**config.mk**
```make
export PLATFORM = sky130hd
export DESIGN_NAME = page_run_allocator
export DESIGN_NICKNAME = d
export VERILOG_FILES = /design/src/sv/pra_pkg.sv /design/src/sv/page_run_allocator.sv /design/src/sv/pra_ctrl.sv /design/src/sv/pra_datapath.sv
export SDC_FILE = /design/constraint.sdc
export NUM_CORES = 1
export LEC_CHECK = 0
export ABC_AREA = 1
export BUFFER_PORTS_ARGS = -buffer_cell sky130_fd_sc_hd__buf_2
export CAP_MARGIN = 20
export CORE_ASPECT_RATIO = 0.5
export CORE_UTILIZATION = 42
export CTS_BUF_LIST = sky130_fd_sc_hd__clkbuf_4 sky130_fd_sc_hd__clkbuf_8
export CTS_CLUSTER_SIZE = 40
export DETAILED_ROUTE_END_ITERATION = 10
export PLACE_DENSITY = 0.59
export SYNTH_ARGS = -nofsm -noshare
export SYNTH_HDL_FRONTEND = slang
export SYNTH_HIERARCHICAL = 1
export SYNTH_SLANG_ARGS = --single-unit
```
**constraint.sdc**
```tcl
create_clock -name aclk -period 3.6 [get_ports aclk]
set_input_delay 1.08 -clock aclk [delete_from_list [all_inputs] [get_ports aclk]]
set_output_delay 1.08 -clock aclk [all_outputs]
set_load 0.005 [all_outputs]
```
**src/sv/pra_pkg.sv**
```systemverilog
package pra_pkg;

    // Field widths of the stream payloads
    localparam int KIND_W   = 2;
    localparam int OWNER_W  = 8;
    localparam int SIZE_W   = 8;
    localparam int STATUS_W = 3;
    localparam int START_W  = 5;
    localparam int COUNT_W  = 6;
    localparam int FRAG_W   = 6;

    // Register map: one register, index taken from paddr[2]
    localparam int   APB_ADDR_W   = 3;
    localparam logic REG_FIT_MODE = 1'b0;

    // Request kinds
    localparam logic [KIND_W-1:0] KIND_ALLOC  = 2'd0;
    localparam logic [KIND_W-1:0] KIND_FREE   = 2'd1;
    localparam logic [KIND_W-1:0] KIND_FRAG   = 2'd2;
    localparam logic [KIND_W-1:0] KIND_UNUSED = 2'd3;

    // Result status codes
    localparam logic [STATUS_W-1:0] ST_OK        = 3'd0;
    localparam logic [STATUS_W-1:0] ST_BAD_OWNER = 3'd1;
    localparam logic [STATUS_W-1:0] ST_PRESENT   = 3'd2;
    localparam logic [STATUS_W-1:0] ST_NO_MEM    = 3'd3;
    localparam logic [STATUS_W-1:0] ST_ABSENT    = 3'd4;
    localparam logic [STATUS_W-1:0] ST_ZERO_SIZE = 3'd5;

    // Controller to datapath
    typedef struct packed {
        logic latch;    // take the input transfer
        logic scan;     // issue page reads
        logic wr_init;  // point the write pass at the chosen hole
        logic wr_step;  // write one page of the run
        logic load;     // load the result register
    } pra_cmd_t;

    // Datapath to controller
    typedef struct packed {
        logic imm;        // result known without a scan
        logic proc_last;  // last page is being processed
        logic alloc_go;   // allocation found a hole
        logic wr_last;    // this write step ends the run
        logic out_free;   // result register can take a new result
    } pra_stat_t;

endpackage

```
**src/sv/page_run_allocator.sv**
```systemverilog
// Channel   Direction  Handshake                Payload
// s_        in         s_tvalid / s_tready      s_tuser kind, s_tdata owner_id, size_kb
// m_        out        m_tvalid / m_tready      m_tdata status, start_page, page_count,
//                                                fragments
// apb       in/out     psel, penable, pready    fit_mode at byte address 0
//
// Allocate, free and fragment requests scan the page map one page a cycle
// through the memory read port; a successful allocation then writes
// ceil(size_kb / PAGE_KB) pages of its run. Requests rejected on owner,
// size or kind alone give a result without a scan. The next request is
// taken in the cycle after the result is loaded.
// A stalled result sits in the output register; a second result waits in
// the controller until it is taken. Reset empties the map at once.
module page_run_allocator
    import pra_pkg::*;
#(
    parameter int PAGE_COUNT = 32,
    parameter int PAGE_KB    = 4,
    parameter int OWNER_BITS = 8
) (
    input  logic                  aclk,
    input  logic                  aresetn,
    // request stream
    input  logic                  s_tvalid,
    output logic                  s_tready,
    input  logic [15:0]           s_tdata,   // [7:0] owner_id, [15:8] size_kb
    input  logic [1:0]            s_tuser,   // [1:0] kind
    // result stream
    output logic                  m_tvalid,
    input  logic                  m_tready,
    output logic [23:0]           m_tdata,   // [2:0] status, [7:3] start_page,
                                             // [13:8] page_count, [19:14] fragments
    // configuration
    input  logic                  psel,
    input  logic                  penable,
    input  logic                  pwrite,
    input  logic [APB_ADDR_W-1:0] paddr,
    input  logic [31:0]           pwdata,
    output logic [31:0]           prdata,
    output logic                  pready
);

    logic                fit_mode_reg;
    logic                cfg_wr;
    pra_cmd_t            cmd;
    pra_stat_t           stat;
    logic [STATUS_W-1:0] res_status;
    logic [START_W-1:0]  res_start;
    logic [COUNT_W-1:0]  res_count;
    logic [FRAG_W-1:0]   res_frags;

    // Configuration register
    assign pready = 1'b1;
    assign cfg_wr = psel && penable && pwrite && pready;

    always_ff @(posedge aclk) begin
        if (!aresetn) begin
            fit_mode_reg <= 1'b0;
        end else if (cfg_wr && (paddr[2] == REG_FIT_MODE)) begin
            fit_mode_reg <= pwdata[0];
        end
    end

    assign prdata = (paddr[2] == REG_FIT_MODE) ? {31'b0, fit_mode_reg} : 32'b0;

    pra_ctrl u_ctrl (
        .aclk     (aclk),
        .aresetn  (aresetn),
        .in_valid (s_tvalid),
        .in_ready (s_tready),
        .stat     (stat),
        .cmd      (cmd)
    );

    pra_datapath #(
        .PAGE_COUNT (PAGE_COUNT),
        .PAGE_KB    (PAGE_KB),
        .OWNER_BITS (OWNER_BITS)
    ) u_datapath (
        .aclk       (aclk),
        .aresetn    (aresetn),
        .fit_mode   (fit_mode_reg),
        .in_kind    (s_tuser),
        .in_owner   (s_tdata[7:0]),
        .in_size    (s_tdata[15:8]),
        .cmd        (cmd),
        .stat       (stat),
        .out_valid  (m_tvalid),
        .out_ready  (m_tready),
        .out_status (res_status),
        .out_start  (res_start),
        .out_count  (res_count),
        .out_frags  (res_frags)
    );

    // Result packing, zero padded to whole bytes
    assign m_tdata = {4'b0, res_frags, res_count, res_start, res_status};

endmodule

```
**src/sv/pra_ctrl.sv**
```systemverilog
module pra_ctrl
    import pra_pkg::*;
(
    input  logic      aclk,
    input  logic      aresetn,
    input  logic      in_valid,
    output logic      in_ready,
    input  pra_stat_t stat,
    output pra_cmd_t  cmd
);

    typedef enum logic [5:0] {
        S_IDLE   = 6'b000001,
        S_START  = 6'b000010,
        S_SCAN   = 6'b000100,
        S_CHECK  = 6'b001000,
        S_WRITE  = 6'b010000,
        S_RESULT = 6'b100000
    } state_t;

    state_t state_reg;
    state_t state_next;

    // State register
    always_ff @(posedge aclk) begin
        if (!aresetn) begin
            state_reg <= S_IDLE;
        end else begin
            state_reg <= state_next;
        end
    end

    // Sequencing of one request
    always_comb begin
        state_next = state_reg;
        cmd        = '0;
        unique case (state_reg)
            S_IDLE: begin
                if (in_valid) begin
                    cmd.latch  = 1'b1;
                    state_next = S_START;
                end
            end
            S_START: begin
                state_next = stat.imm ? S_RESULT : S_SCAN;
            end
            S_SCAN: begin
                cmd.scan = 1'b1;
                if (stat.proc_last) begin
                    state_next = S_CHECK;
                end
            end
            S_CHECK: begin
                if (stat.alloc_go) begin
                    cmd.wr_init = 1'b1;
                    state_next  = S_WRITE;
                end else begin
                    state_next = S_RESULT;
                end
            end
            S_WRITE: begin
                cmd.wr_step = 1'b1;
                if (stat.wr_last) begin
                    state_next = S_RESULT;
                end
            end
            S_RESULT: begin
                if (stat.out_free) begin
                    cmd.load   = 1'b1;
                    state_next = S_IDLE;
                end
            end
            default: begin
                state_next = S_IDLE;
            end
        endcase
    end

    assign in_ready = (state_reg == S_IDLE);

endmodule

```
**src/sv/pra_datapath.sv**
```systemverilog
module pra_datapath
    import pra_pkg::*;
#(
    parameter int PAGE_COUNT = 32,
    parameter int PAGE_KB    = 4,
    parameter int OWNER_BITS = 8
) (
    input  logic                aclk,
    input  logic                aresetn,
    input  logic                fit_mode,
    input  logic [KIND_W-1:0]   in_kind,
    input  logic [OWNER_W-1:0]  in_owner,
    input  logic [SIZE_W-1:0]   in_size,
    input  pra_cmd_t            cmd,
    output pra_stat_t           stat,
    output logic                out_valid,
    input  logic                out_ready,
    output logic [STATUS_W-1:0] out_status,
    output logic [START_W-1:0]  out_start,
    output logic [COUNT_W-1:0]  out_count,
    output logic [FRAG_W-1:0]   out_frags
);

    localparam int IW   = $clog2(PAGE_COUNT);
    localparam int CW   = $clog2(PAGE_COUNT + 1);
    localparam int KBW  = $clog2(PAGE_COUNT * PAGE_KB + 1);
    localparam int FW   = $clog2(PAGE_KB + 1);
    localparam int CMPW = (KBW > SIZE_W) ? KBW : SIZE_W;

    localparam logic [IW-1:0]     LAST_PAGE    = IW'(PAGE_COUNT - 1);
    localparam logic [KBW-1:0]    PAGE_KB_RUN  = KBW'(PAGE_KB);
    localparam logic [FW-1:0]     PAGE_KB_FILL = FW'(PAGE_KB);
    localparam logic [SIZE_W-1:0] PAGE_KB_SIZE = SIZE_W'(PAGE_KB);

    // Page map memory, valid bits stand for the cleared state after reset
    logic [OWNER_BITS-1:0] owner_mem [PAGE_COUNT];
    logic [FW-1:0]         fill_mem  [PAGE_COUNT];
    logic [PAGE_COUNT-1:0] page_vld_reg;

    // Latched request
    logic [KIND_W-1:0]     kind_reg, kind_next;
    logic [OWNER_BITS-1:0] who_reg, who_next;
    logic [SIZE_W-1:0]     size_reg, size_next;

    // Scan address and read stage
    logic [IW-1:0]         addr_reg, addr_next;
    logic                  issue_done_reg, issue_done_next;
    logic                  rd_en;
    logic                  rd_vld_reg;
    logic [IW-1:0]         rd_idx_reg;
    logic [OWNER_BITS-1:0] rd_owner_reg;
    logic [FW-1:0]         rd_fill_reg;
    logic                  rd_page_vld_reg;

    // Scan accumulators
    logic                  present_reg, present_next;
    logic [KBW-1:0]        run_kb_reg, run_kb_next;
    logic [IW-1:0]         run_start_reg, run_start_next;
    logic                  found_reg, found_next;
    logic [KBW-1:0]        best_kb_reg, best_kb_next;
    logic [IW-1:0]         best_start_reg, best_start_next;
    logic [CW-1:0]         cnt_reg, cnt_next;
    logic [CW-1:0]         frag_run_reg, frag_run_next;
    logic [CW-1:0]         frag_reg, frag_next;
    logic [SIZE_W-1:0]     rem_reg, rem_next;

    // Page write port
    logic                  wr_en;
    logic [IW-1:0]         wr_addr;
    logic [OWNER_BITS-1:0] wr_owner;
    logic [FW-1:0]         wr_fill;

    // Per-page terms
    logic [OWNER_BITS-1:0] owner_rd;
    logic [FW-1:0]         fill_rd;
    logic                  page_free;
    logic [KBW-1:0]        ext_kb;
    logic [IW-1:0]         ext_start;
    logic                  cand_ok;
    logic [KBW-1:0]        cand_kb;
    logic [IW-1:0]         cand_start;
    logic                  cand_fits;
    logic                  cand_better;
    logic [CW-1:0]         frag_run_inc;
    logic                  wr_last;
    logic                  who_zero;

    // Result register
    logic                  out_valid_reg;
    logic [STATUS_W-1:0]   out_status_reg;
    logic [START_W-1:0]    out_start_reg;
    logic [COUNT_W-1:0]    out_count_reg;
    logic [FRAG_W-1:0]     out_frags_reg;
    logic [STATUS_W-1:0]   res_status;
    logic [START_W-1:0]    res_start;
    logic [COUNT_W-1:0]    res_count;
    logic [FRAG_W-1:0]     res_frags;

    // Page just read: unwritten pages read as free and empty
    always_comb begin
        owner_rd     = rd_page_vld_reg ? rd_owner_reg : '0;
        fill_rd      = rd_page_vld_reg ? rd_fill_reg : '0;
        page_free    = (owner_rd == '0);
        ext_kb       = run_kb_reg + PAGE_KB_RUN;
        ext_start    = (run_kb_reg == '0) ? rd_idx_reg : run_start_reg;
        frag_run_inc = frag_run_reg + CW'(fill_rd < PAGE_KB_FILL);
        wr_last      = (rem_reg <= PAGE_KB_SIZE);
        who_zero     = (who_reg == '0);
    end

    // Hole closing on this page: an occupied page ends the open run,
    // a free last page ends the run it extends
    always_comb begin
        if (page_free) begin
            cand_ok    = (rd_idx_reg == LAST_PAGE);
            cand_kb    = ext_kb;
            cand_start = ext_start;
        end else begin
            cand_ok    = (run_kb_reg != '0);
            cand_kb    = run_kb_reg;
            cand_start = run_start_reg;
        end
        cand_fits   = cand_ok && (CMPW'(cand_kb) >= CMPW'(size_reg));
        cand_better = !found_reg ||
                      (fit_mode ? (cand_kb > best_kb_reg) : (cand_kb < best_kb_reg));
    end

    // Next-state logic of the datapath
    always_comb begin
        kind_next       = kind_reg;
        who_next        = who_reg;
        size_next       = size_reg;
        addr_next       = addr_reg;
        issue_done_next = issue_done_reg;
        present_next    = present_reg;
        run_kb_next     = run_kb_reg;
        run_start_next  = run_start_reg;
        found_next      = found_reg;
        best_kb_next    = best_kb_reg;
        best_start_next = best_start_reg;
        cnt_next        = cnt_reg;
        frag_run_next   = frag_run_reg;
        frag_next       = frag_reg;
        rem_next        = rem_reg;
        rd_en           = 1'b0;
        wr_en           = 1'b0;
        wr_addr         = rd_idx_reg;
        wr_owner        = '0;
        wr_fill         = '0;

        if (cmd.latch) begin
            kind_next       = in_kind;
            who_next        = OWNER_BITS'(in_owner);
            size_next       = in_size;
            addr_next       = '0;
            issue_done_next = 1'b0;
            present_next    = 1'b0;
            run_kb_next     = '0;
            run_start_next  = '0;
            found_next      = 1'b0;
            best_kb_next    = '0;
            best_start_next = '0;
            cnt_next        = '0;
            frag_run_next   = '0;
            frag_next       = '0;
        end

        // Issue one page read a cycle
        if (cmd.scan && !issue_done_reg) begin
            rd_en = 1'b1;
            if (addr_reg == LAST_PAGE) begin
                issue_done_next = 1'b1;
            end else begin
                addr_next = addr_reg + 1'b1;
            end
        end

        // Process the page read in the previous cycle
        if (rd_vld_reg) begin
            if (owner_rd == who_reg) begin
                present_next = 1'b1;
            end
            run_kb_next    = page_free ? ext_kb : '0;
            run_start_next = ext_start;
            if (cand_fits && cand_better) begin
                found_next      = 1'b1;
                best_kb_next    = cand_kb;
                best_start_next = cand_start;
            end
            frag_run_next = frag_run_inc;
            if (!page_free) begin
                frag_next = frag_run_inc;
            end
            // Release a page of the owner being freed
            if ((kind_reg == KIND_FREE) && (owner_rd == who_reg)) begin
                wr_en    = 1'b1;
                wr_addr  = rd_idx_reg;
                cnt_next = cnt_reg + 1'b1;
            end
        end

        if (cmd.wr_init) begin
            addr_next = best_start_reg;
            rem_next  = size_reg;
        end

        // Claim one page of the run; the last holds the remainder
        if (cmd.wr_step) begin
            wr_en     = 1'b1;
            wr_addr   = addr_reg;
            wr_owner  = who_reg;
            wr_fill   = wr_last ? FW'(rem_reg) : PAGE_KB_FILL;
            addr_next = addr_reg + 1'b1;
            rem_next  = rem_reg - PAGE_KB_SIZE;
            cnt_next  = cnt_reg + 1'b1;
        end
    end

    // Page memory write and registered read
    always_ff @(posedge aclk) begin
        if (wr_en) begin
            owner_mem[wr_addr] <= wr_owner;
            fill_mem[wr_addr]  <= wr_fill;
        end
        if (rd_en) begin
            rd_owner_reg    <= owner_mem[addr_reg];
            rd_fill_reg     <= fill_mem[addr_reg];
            rd_page_vld_reg <= page_vld_reg[addr_reg];
            rd_idx_reg      <= addr_reg;
        end
    end

    // Control registers
    always_ff @(posedge aclk) begin
        if (!aresetn) begin
            page_vld_reg   <= '0;
            rd_vld_reg     <= 1'b0;
            issue_done_reg <= 1'b1;
        end else begin
            if (wr_en) begin
                page_vld_reg[wr_addr] <= 1'b1;
            end
            rd_vld_reg     <= rd_en;
            issue_done_reg <= issue_done_next;
        end
    end

    // Payload and accumulator registers
    always_ff @(posedge aclk) begin
        kind_reg       <= kind_next;
        who_reg        <= who_next;
        size_reg       <= size_next;
        addr_reg       <= addr_next;
        present_reg    <= present_next;
        run_kb_reg     <= run_kb_next;
        run_start_reg  <= run_start_next;
        found_reg      <= found_next;
        best_kb_reg    <= best_kb_next;
        best_start_reg <= best_start_next;
        cnt_reg        <= cnt_next;
        frag_run_reg   <= frag_run_next;
        frag_reg       <= frag_next;
        rem_reg        <= rem_next;
    end

    // Result selection
    always_comb begin
        res_status = ST_OK;
        res_start  = '0;
        res_count  = '0;
        res_frags  = '0;
        priority if (kind_reg == KIND_ALLOC) begin
            priority if (who_zero) begin
                res_status = ST_BAD_OWNER;
            end else if (size_reg == '0) begin
                res_status = ST_ZERO_SIZE;
            end else if (present_reg) begin
                res_status = ST_PRESENT;
            end else if (!found_reg) begin
                res_status = ST_NO_MEM;
            end else begin
                res_start = START_W'(best_start_reg);
                res_count = COUNT_W'(cnt_reg);
            end
        end else if (kind_reg == KIND_FREE) begin
            priority if (who_zero) begin
                res_status = ST_BAD_OWNER;
            end else if (cnt_reg == '0) begin
                res_status = ST_ABSENT;
            end else begin
                res_count = COUNT_W'(cnt_reg);
            end
        end else if (kind_reg == KIND_FRAG) begin
            res_frags = FRAG_W'(frag_reg);
        end else begin
            res_status = ST_OK;
        end
    end

    // Result register, parts the request side from the result side
    always_ff @(posedge aclk) begin
        if (!aresetn) begin
            out_valid_reg <= 1'b0;
        end else if (cmd.load) begin
            out_valid_reg <= 1'b1;
        end else if (out_ready) begin
            out_valid_reg <= 1'b0;
        end
    end

    always_ff @(posedge aclk) begin
        if (cmd.load) begin
            out_status_reg <= res_status;
            out_start_reg  <= res_start;
            out_count_reg  <= res_count;
            out_frags_reg  <= res_frags;
        end
    end

    // Status to the controller
    always_comb begin
        stat.imm       = (kind_reg == KIND_UNUSED) ||
                         (((kind_reg == KIND_ALLOC) || (kind_reg == KIND_FREE)) && who_zero) ||
                         ((kind_reg == KIND_ALLOC) && (size_reg == '0));
        stat.proc_last = rd_vld_reg && (rd_idx_reg == LAST_PAGE);
        stat.alloc_go  = (kind_reg == KIND_ALLOC) && !present_reg && found_reg;
        stat.wr_last   = wr_last;
        stat.out_free  = !out_valid_reg || out_ready;
    end

    assign out_valid  = out_valid_reg;
    assign out_status = out_status_reg;
    assign out_start  = out_start_reg;
    assign out_count  = out_count_reg;
    assign out_frags  = out_frags_reg;

endmodule

```
* Yosys cells after proc, flatten, opt, wreduce, memory -nomap -nowiden
Memories as Yosys holds them, arrays and structs flattened. A register that Yosys moved wholly into a read port is not among the register bits.
Index checks and enable logic that the tools add are counted.
** Storage, ports and cells
- Input port bits :: 60
- Bits in registers :: 145
- Logic and storage cells :: 188
- Output and inout bits :: 59
- Memories :: 2
- Latch bits :: 0
- Bits in read-only memories :: 0
- Bits in writable memories :: 352
** Memories
- u_datapath.owner_mem :: depth 32, bits a word 8, read ports 1, clocked after Yosys merged registers in 1, write ports 1, line pra_datapath.sv:36 : logic [OWNER_BITS-1:0] owner_mem [PAGE_COUNT];
- u_datapath.fill_mem :: depth 32, bits a word 3, read ports 1, clocked after Yosys merged registers in 1, write ports 1, line pra_datapath.sv:37 : logic [FW-1:0] fill_mem [PAGE_COUNT];
** Cells by class
- Mux-type cells :: 91
- Order comparisons :: 8
- Div/mod/pow operators :: 0
- Bitwise gates (word level) :: 5
- Shift operators :: 0
- Add/subtract/negate cells :: 5
- Reductions and logical operators :: 35
- Multipliers :: 0
- Eq/ne operators :: 16
** Operators with widths (count)
- $mux 6 :: 23
- $mux 8 :: 11
- $mux 5 :: 13
- $pmux 6 s6 :: 1
- $logic_not 8->1 :: 4
- $or 32x32->32 :: 1
- $mux 1 :: 30
- $mux 3 :: 10
- $logic_and 1x1->1 :: 13
- $lt 5x6->1 const B :: 2
- $eq 5x5->1 const B :: 2
- $add 8x3->8 const B :: 1
- $eq 8x8->1 :: 1
- $ge 8x8->1 :: 1
- $gt 8x8->1 :: 1
- $le 8x3->1 const B :: 1
- $lt 8x8->1 :: 1
- $reduce_bool 8->1 :: 1
- $sub 8x3->8 const B :: 1
- $add 6x1->6 :: 1
- $add 6x1->6 const B :: 1
- $eq 6x1->1 const B :: 1
- $eq 6x2->1 const B :: 1
- $eq 6x3->1 const B :: 1
- other kinds (22) :: 37

* Longest topological paths before layout
Gate-level depths: netlist (run 1).
- Depth after elaboration :: 9
- Depth in mapped cells :: 22
- Gate-level depth less buffers :: 18

* Cells and area by module
Netlist (run 1), hierarchy kept.
** By module, submodules not included
- pra_datapath :: sequential area each 12331.8 µm², cells each 1802, area an instance 18844.3 µm², instances 1
- pra_ctrl :: sequential area each 120.1 µm², cells each 63, area an instance 404.1 µm², instances 1
- page_run_allocator :: sequential area each 20.0 µm², cells each 50, area an instance 344.1 µm², instances 1

* Least setup slack after synthesis (run 1)
OpenSTA, ideal clock, no wires.
- Kind :: input to register
- From :: input s_tvalid
- To :: register u_datapath.frag_run_reg[0], enable pin
- Arrival time :: 3.047 ns
- Data required time :: 3.226 ns
- Path buffers :: 2
- Library setup time :: 0.374 ns
- Setup slack :: 0.180 ns
- Cell stages on the path :: 6
- Path through :: inv_1 nor2_1 clkbuf_1 inv_1 clkbuf_1 nand2_1
** RTL lines
- from (decl) :: line page_run_allocator.sv:24 : input logic s_tvalid,
- to (signal assigned) :: line pra_datapath.sv:261 : frag_run_reg <= frag_run_next;
- to (decl) :: line pra_datapath.sv:63 : logic [CW-1:0] frag_run_reg, frag_run_next;

* Final worst setup path (run 1)
- From :: register u_datapath.rd_page_vld_reg
- To :: register u_datapath.found_reg
** On the way
- Word-level cells in the longest chain between the ends :: 9
- Elaborated cells on any way between the ends :: 13
- Those cells by class :: 3 x order compare; 6 x mux; 4 x reduce/logical
** RTL lines
- from (decl) :: line pra_datapath.sv:53 : logic rd_page_vld_reg;
- from (signal assigned) :: line pra_datapath.sv:228 : rd_page_vld_reg <= page_vld_reg[addr_reg];
- $mux 8 * :: line pra_datapath.sv:101 : owner_rd = rd_page_vld_reg ? rd_owner_reg : '0;
- $logic_not 8->1 * :: line pra_datapath.sv:103 : page_free = (owner_rd == '0);
- $mux 8 :: line pra_datapath.sv:114 : if (page_free) begin
- $lt 8x8->1 / $gt 8x8->1 (equally long branches) :: line pra_datapath.sv:125 : (fit_mode ? (cand_kb > best_kb_reg) : (cand_kb < best_kb_reg));
- $mux 1 :: line pra_datapath.sv:125
- $logic_or 1x1->1 :: line pra_datapath.sv:124 : cand_better = !found_reg ||
- $logic_and 1x1->1 * :: line pra_datapath.sv:185 : if (cand_fits && cand_better) begin
- $mux 1 * :: line pra_datapath.sv:185
- $mux 1 * :: line pra_datapath.sv:179 : if (rd_vld_reg) begin
- net u_datapath.found_next :: line pra_datapath.sv:59 : logic found_reg, found_next;
- to (signal assigned) :: line pra_datapath.sv:257 : found_reg <= found_next;
- to (decl) :: line pra_datapath.sv:59
The timed path passes the listed nets; every way through them passes the cells marked *.
A chain may end at the register's enable or synchronous reset.

==> results of run 1 <==
## where the power goes
group          internal [W]  switching (W)
clock network       0.00202        0.00194
logic             0.0000860       0.000189
registers           0.00549      0.0000339
## worst max-delay path, stage by stage (launching register included)
cell and delay, ns:
edfxtp_1 0.41, buf_12 0.17, nand2_1 0.07, nand2_1 0.05, nor2_1 0.22, nand2_2 0.17
buf_4 0.22, o21ai_1 0.30, ha_1 0.31, a21oi_1 0.13, nand2_1 0.08, a21oi_1 0.34
inv_1 0.10, nand3_2 0.25, o21ai_0 0.13
## worst min-delay path by stage
| stage | from | slack, ns | to |
|---|---|---|---|
| 6_report | u_datapath/best_kb_reg[0] | 0.45 | u_datapath/best_kb_reg[0] |
| 5_1_grt | u_datapath/page_vld_reg[30] | 0.47 | u_datapath/page_vld_reg[30] |
| 4_1_cts | u_datapath/best_kb_reg[0] | 0.45 | u_datapath/best_kb_reg[0] |
| 3_5_place_dp | u_datapath/best_kb_reg[1] | 0.43 | u_datapath/best_kb_reg[1] |
| 3_3_place_gp | u_datapath/best_kb_reg[1] | 0.43 | u_datapath/best_kb_reg[1] |
| 2_1_floorplan | u_datapath/cnt_reg[4] | 0.42 | u_datapath/cnt_reg[4] |
## cells in the final DEF, fill, tap and decap left out, types with 49 or more instances in the layout
cell / n
a21oi_1: 50
buf_2: 49
clkbuf_8: 70
dfxtp_1: 72
edfxtp_1: 366
inv_1: 200
nand2_1: 271
nand3_1: 106
nor2_1: 301
o21ai_0: 177
## metrics by stage
| stage | total power, W | setup WS, ns | std cells | hold slack [ns] |
|---|---|---|---|---|
| floorplan | 0.005845 | 0.1796 | 1949 | 0.4188 |
| global placement | 0.005907 | 0.4196 | 2537 | 0.4293 |
| detailed placement | 0.005911 | 0.3746 | 2537 | 0.4319 |
| CTS | 0.009855 | 0.3443 | 2656 | 0.4503 |
| global route | 0.01012 | 0.1282 | 2658 | 0.4748 |
| finish | 0.009755 | 0.4826 | 2658 | 0.4517 |
## layer usage
layer	vias up	GRT usage, %
met5	-	0
met4	0	5.662
met3	71	4.166
met2	401	31.51
met1	6413	27.79
li1	6529	-
## final cells by class
type | instances | area, sq um | share of cell area (%)
sequential | 440 | 12480 | 57.68
multi-input combinational | 1177 | 5762 | 26.63
clock buffer | 90 | 1114 | 5.147
tap | 627 | 784.5 | 3.626
inverter | 207 | 779.5 | 3.603
timing repair buffer | 87 | 580.6 | 2.683
clock inverter | 29 | 135.1 | 0.6245
antenna | 1 | 2.502 | 0.01157
## kinds of logic (layout without fill, tap and decap cells)
group | after synthesis | after routing | synth area share [%]
flip-flops | 440 | 440 | 63.66
adder cells (fa/ha/maj) | 22 | 22 | 1.405
AO/OA/AOI/OAI | 343 | 343 | 10.05
buffers and inverters | 332 | 413 | 7.657
other | 2 | 37 | 0.03833
AND/OR/NAND/NOR | 763 | 763 | 16.61
XOR/XNOR | 13 | 13 | 0.5811
==> results.sh, run 1 <==
export IMPL_status="finished clean"
export IMPL_synth_main_ff_cell="edfxtp_1"
export IMPL_synthesis_area_sq_um=19590
export IMPL_synth_area_top_cells="edfxtp_1 56%, dfxtp_1 7.6%, nor2_1 5.8%"
export IMPL_start_util_pct=42.94
export IMPL_finalNetCount=2062
export IMPL_yosysSeqAreaShare_pct=63.66
export IMPL_hold_violations=0
export IMPL_finalCritPeriodShare_pct=86.60
export IMPL_maxSlewViolCount=0
export IMPL_synth_avg_cell_area_sq_um=10.23
export IMPL_min_path_cells=2
export IMPL_synth_warnings=6
export IMPL_m1WireLength_microns=21450
export IMPL_r2r_start="u_datapath/rd_page_vld_reg"
export IMPL_yosys_top_cells_count="366 x edfxtp_1, 303 x nor2_1, 271 x nand2_1"
export IMPL_syn_inst=1915
export IMPL_gr_usage_all_layers_pct=19.94
export IMPL_crit_end="u_datapath/found_reg"
export IMPL_postCtsSetupBuffers=0
export IMPL_drt_wl_total_microns=46710
export IMPL_io_buffers=49
export IMPL_first_iter_violations=1165
export IMPL_cts_tree="yes"
export IMPL_cts_buffers_inserted=67
export IMPL_overflow=0
export IMPL_ant_nets=0
export IMPL_num_rows=55
export IMPL_root_buffer="clkbuf_8"
export IMPL_reg2reg_depth=14
export IMPL_finClkSkew_ns=0.02932
export IMPL_holdBufCountCts=0
export IMPL_hp_class="reg -> reg"
export IMPL_reg2reg_slack_ns=0.48
export IMPL_maxCapViolCount=0
export IMPL_coreArea_sq_um=45630
export IMPL_cp_start_kind="register"
export IMPL_final_area_sq_um=21640
export IMPL_crit_arrival_ns=3.59
export IMPL_tightest_slew_ns=0.8418
export IMPL_relSlewSlack_pct=43.50
export IMPL_gp_congestion=0.8240
export IMPL_cts_resized=0
export IMPL_yosysMostFrequentCell="edfxtp_1"
export IMPL_synth_top_area_share_pct=56.10
export IMPL_drc=0
export IMPL_path_clk_slew_ns=0.07
export IMPL_synthArstFlopShare_pct=0
export IMPL_power_density_nw_per_um2=450.9
export IMPL_antenna_found_initial=1
export IMPL_final_min_clock_period_ns=3.117
export IMPL_clkSinkCount=440
export IMPL_grt_pass1_vias=12632
export IMPL_crit_fanout=17
export IMPL_viasPerCell=5.047
export IMPL_ios=119
export IMPL_timing_fmax_ghz=0.3208
export IMPL_rsz0062_at_grt="no"
export IMPL_crit_path_end_kind="register"
export IMPL_area_delta_synth_final_pct=10.43
export IMPL_firstDrtPassIters=5
export IMPL_ys_types=44
export IMPL_drive_gt1_share_pct=13.94
export IMPL_p_leak_nw=9.009
export IMPL_wl_met3_microns=3054
export IMPL_die_area_sq_um=47570
export IMPL_cts_max_level=3
export IMPL_vias=13414
export IMPL_clock_latency_ns=0.63
export IMPL_peakVddDrop_mv=0.1938
export IMPL_highest_layer="met4"
export IMPL_worstPathRequired_ns=4.07
export IMPL_grt_start_max_net_pins=104
export IMPL_place_area_sq_um=20370
export IMPL_r2r_end="u_datapath/found_reg"
export IMPL_dpl_hpwl_microns=28040
export IMPL_fillers=4260
export IMPL_yosysTopAreaCell="edfxtp_1"
export IMPL_clockBufferDepth=3
export IMPL_grt_pass1_wl_microns=72350
export IMPL_finalSetupViolCount=0
export IMPL_synth_edff_count=366
export IMPL_largest_register_ffs=256
export IMPL_ys_ff_latch=440
export IMPL_route_met2_wl_microns=21270
export IMPL_setup_tns_final_ns=0
export IMPL_die_h_microns=154.7
export IMPL_routedWlPerCell_microns=17.57
export IMPL_path_class="reg -> reg"
export IMPL_cp_startpoint="u_datapath/rd_page_vld_reg"
export IMPL_die_x_microns=307.4
export IMPL_postLayoutCoreUtil_pct=47.42
Power figures use the tool's default switching activity.
==> run 2, diff against run 1 <==
PLACE_DENSITY = 0.57   (was 0.59)
clock period = 3.06 ns   (was 3.6 ns; I/O delays follow)
==> run 2 against run 1 <==
Clock skew is 0.0044 ns lower; design area is 1.4% higher; register-to-register slack got worse by 0.23 ns; critical path depth is 4 lower; core utilization rose by 0.68 points; clock power is 25% higher; critical path type unchanged; highest routed layer unchanged.
==> results.sh, run 2 (same netlist as run 1, synthesis figures left out) <==
export IMPL_ant_nets=0
export IMPL_finalSetupViolCount=0
export IMPL_relSlewSlack_pct=47.20
export IMPL_final_cell_mix="366 x edfxtp_1, 301 x nor2_1, 271 x nand2_1"
export IMPL_cts_tree="yes"
export IMPL_maxCapViolCount=0
export IMPL_start_util_pct=42.94
export IMPL_clkSinkCount=440
export IMPL_finalNetCount=2083
export IMPL_tightest_slew_ns=0.7901
export IMPL_ios=119
export IMPL_area_delta_synth_final_pct=12.03
export IMPL_firstDrtPassIters=5
export IMPL_num_rows=55
export IMPL_peakVddDrop_mv=0.2447
export IMPL_viasPerCell=4.945
export IMPL_power_density_nw_per_um2=536.7
export IMPL_gp_congestion=0.8199
export IMPL_hold_violations=0
export IMPL_postLayoutCoreUtil_pct=48.11
export IMPL_path_clk_slew_ns=0.06
export IMPL_drc=0
export IMPL_antenna_found_initial=1
export IMPL_cts_max_level=3
export IMPL_finClkSkew_ns=0.02491
export IMPL_grt_start_max_net_pins=85
export IMPL_p_leak_nw=9.138
export IMPL_crit_arrival_ns=3.06
export IMPL_layout_commonest_cell="edfxtp_1"
export IMPL_status="finished clean"
export IMPL_holdBufCountCts=0
export IMPL_overflow=0
export IMPL_cp_start_kind="register"
export IMPL_vias=13262
export IMPL_first_iter_violations=1024
export IMPL_fillers=4221
export IMPL_stdcell_count=2682
export IMPL_io_buffers=49
export IMPL_final_min_clock_period_ns=2.804
export IMPL_gr_usage_all_layers_pct=19.64
export IMPL_drive_gt1_share_pct=15.68
export IMPL_hp_class="reg -> reg"
export IMPL_setup_tns_final_ns=0
export IMPL_rsz0062_at_grt="no"
export IMPL_timing_fmax_ghz=0.3566
export IMPL_maxSlewViolCount=0
export IMPL_grt_pass1_vias=12512
export IMPL_largest_register_ffs=256
export IMPL_cts_buffers_inserted=67
export IMPL_crit_path_end_kind="register"
export IMPL_die_x_microns=307.4
export IMPL_placedCellCount=2557
export IMPL_clock_latency_ns=0.62
export IMPL_finalCritPeriodShare_pct=91.65
export IMPL_crit_fanout=13
export IMPL_worstPathRequired_ns=3.31
export IMPL_path_class="reg -> reg"
export IMPL_dpl_hpwl_microns=28070
export IMPL_routedWlPerCell_microns=17.23
export IMPL_die_h_microns=154.7
export IMPL_reg2reg_slack_ns=0.26
export IMPL_clockBufferDepth=3
export IMPL_root_buffer="clkbuf_8"
export IMPL_drt_wl_total_microns=46220
export IMPL_coreArea_sq_um=45630
export IMPL_die_area_sq_um=47570
export IMPL_grt_pass1_wl_microns=71820
-- run 2: cell count changes in the layout (fill, tap and decap cells not counted), moves of 2 or more --
cell,before,now
buf_4,34,54
clkinv_1,22,14
clkbuf_4,20,27
clkinvlp_4,0,7
inv_1,200,197
bufinv_16,0,2
inv_6,4,2
o21ai_0,177,175
o21ai_2,0,2
-- run 2: final cells by class --
class | instances | area, sq um | share of cell area, %
tap | 627 | 784.5 | 3.574
inverter | 207 | 790.8 | 3.603
sequential | 440 | 12480 | 56.86
clock inverter | 24 | 172.7 | 0.7867
timing repair buffer | 108 | 750.7 | 3.420
antenna | 1 | 2.502 | 0.01140
multi-input combinational | 1177 | 5788 | 26.37
clock buffer | 98 | 1180 | 5.376
-- run 2: worst max-delay path, stage by stage, from the launching register on --
cell and delay [ns]:
dfxtp_1 0.39, nor2_1 0.09, nand3_1 0.17, clkinvlp_4 0.31, o21ai_1 0.43, inv_1 0.14
nor2_1 0.19, nand2_1 0.14, nor2_1 0.14, nand2_2 0.08, inv_1 0.37
-- run 2: per-stage QoR --
step	hold slack, ns	worst slack [ns]	cell area, sq um	total power (W)
finish	0.4412	0.2556	21950	0.01178
global route	0.4270	0.001661	21950	0.01223
CTS	0.4291	0.02553	21890	0.01191
detailed placement	0.4332	0.03920	20540	0.006962
global placement	0.4313	0.1021	20540	0.006956
floorplan	0.4188	0.09069	19720	0.006877
-- run 2: path summary, 6_finish.rpt --
| kind | from | endpoint | cells after the start |
|---|---|---|---|
| worst max-delay path | u_ctrl/state_reg[5] | u_datapath/fill_mem[5][2] | 10 |
| worst min-delay path | u_datapath/best_kb_reg[1] | u_datapath/best_kb_reg[1] | 2 |
| worst max register to register | u_ctrl/state_reg[5] | u_datapath/fill_mem[5][2] | 10 |
| worst min register to register | u_datapath/best_kb_reg[1] | u_datapath/best_kb_reg[1] | 2 |
-- run 2: repair_timing --
| action | CTS | global route |
|---|---|---|
| endpoints found under the setup margin | 0 | 254 |
| resized for setup | 0 | 10 |
| buffers inserted | 0 | 2 |
-- run 2: routing by layer --
layer / vias up / routed length (microns) / track usage [%] / share of wire, %
met5: - / 0 / 0 / 0
met2: 315 / 21260 / 31.37 / 46
li1: 6584 / - / - / -
met4: 0 / 804 / 5.046 / 1.7
met3: 62 / 2144 / 3.617 / 4.6
met1: 6301 / 22010 / 27.60 / 48
-- run 2: where the power goes --
| part | leakage (nW) | internal [W] | switching (W) | total (W) |
|---|---|---|---|---|
| Clock | 0.707 | 0.00266 | 0.00229 | 0.00494 |
| Combinational | 3.82 | 0.000107 | 0.000228 | 0.000335 |
| Sequential | 4.61 | 0.00646 | 0.0000393 | 0.00650 |
| Total | 9.14 | 0.00923 | 0.00255 | 0.0118 |
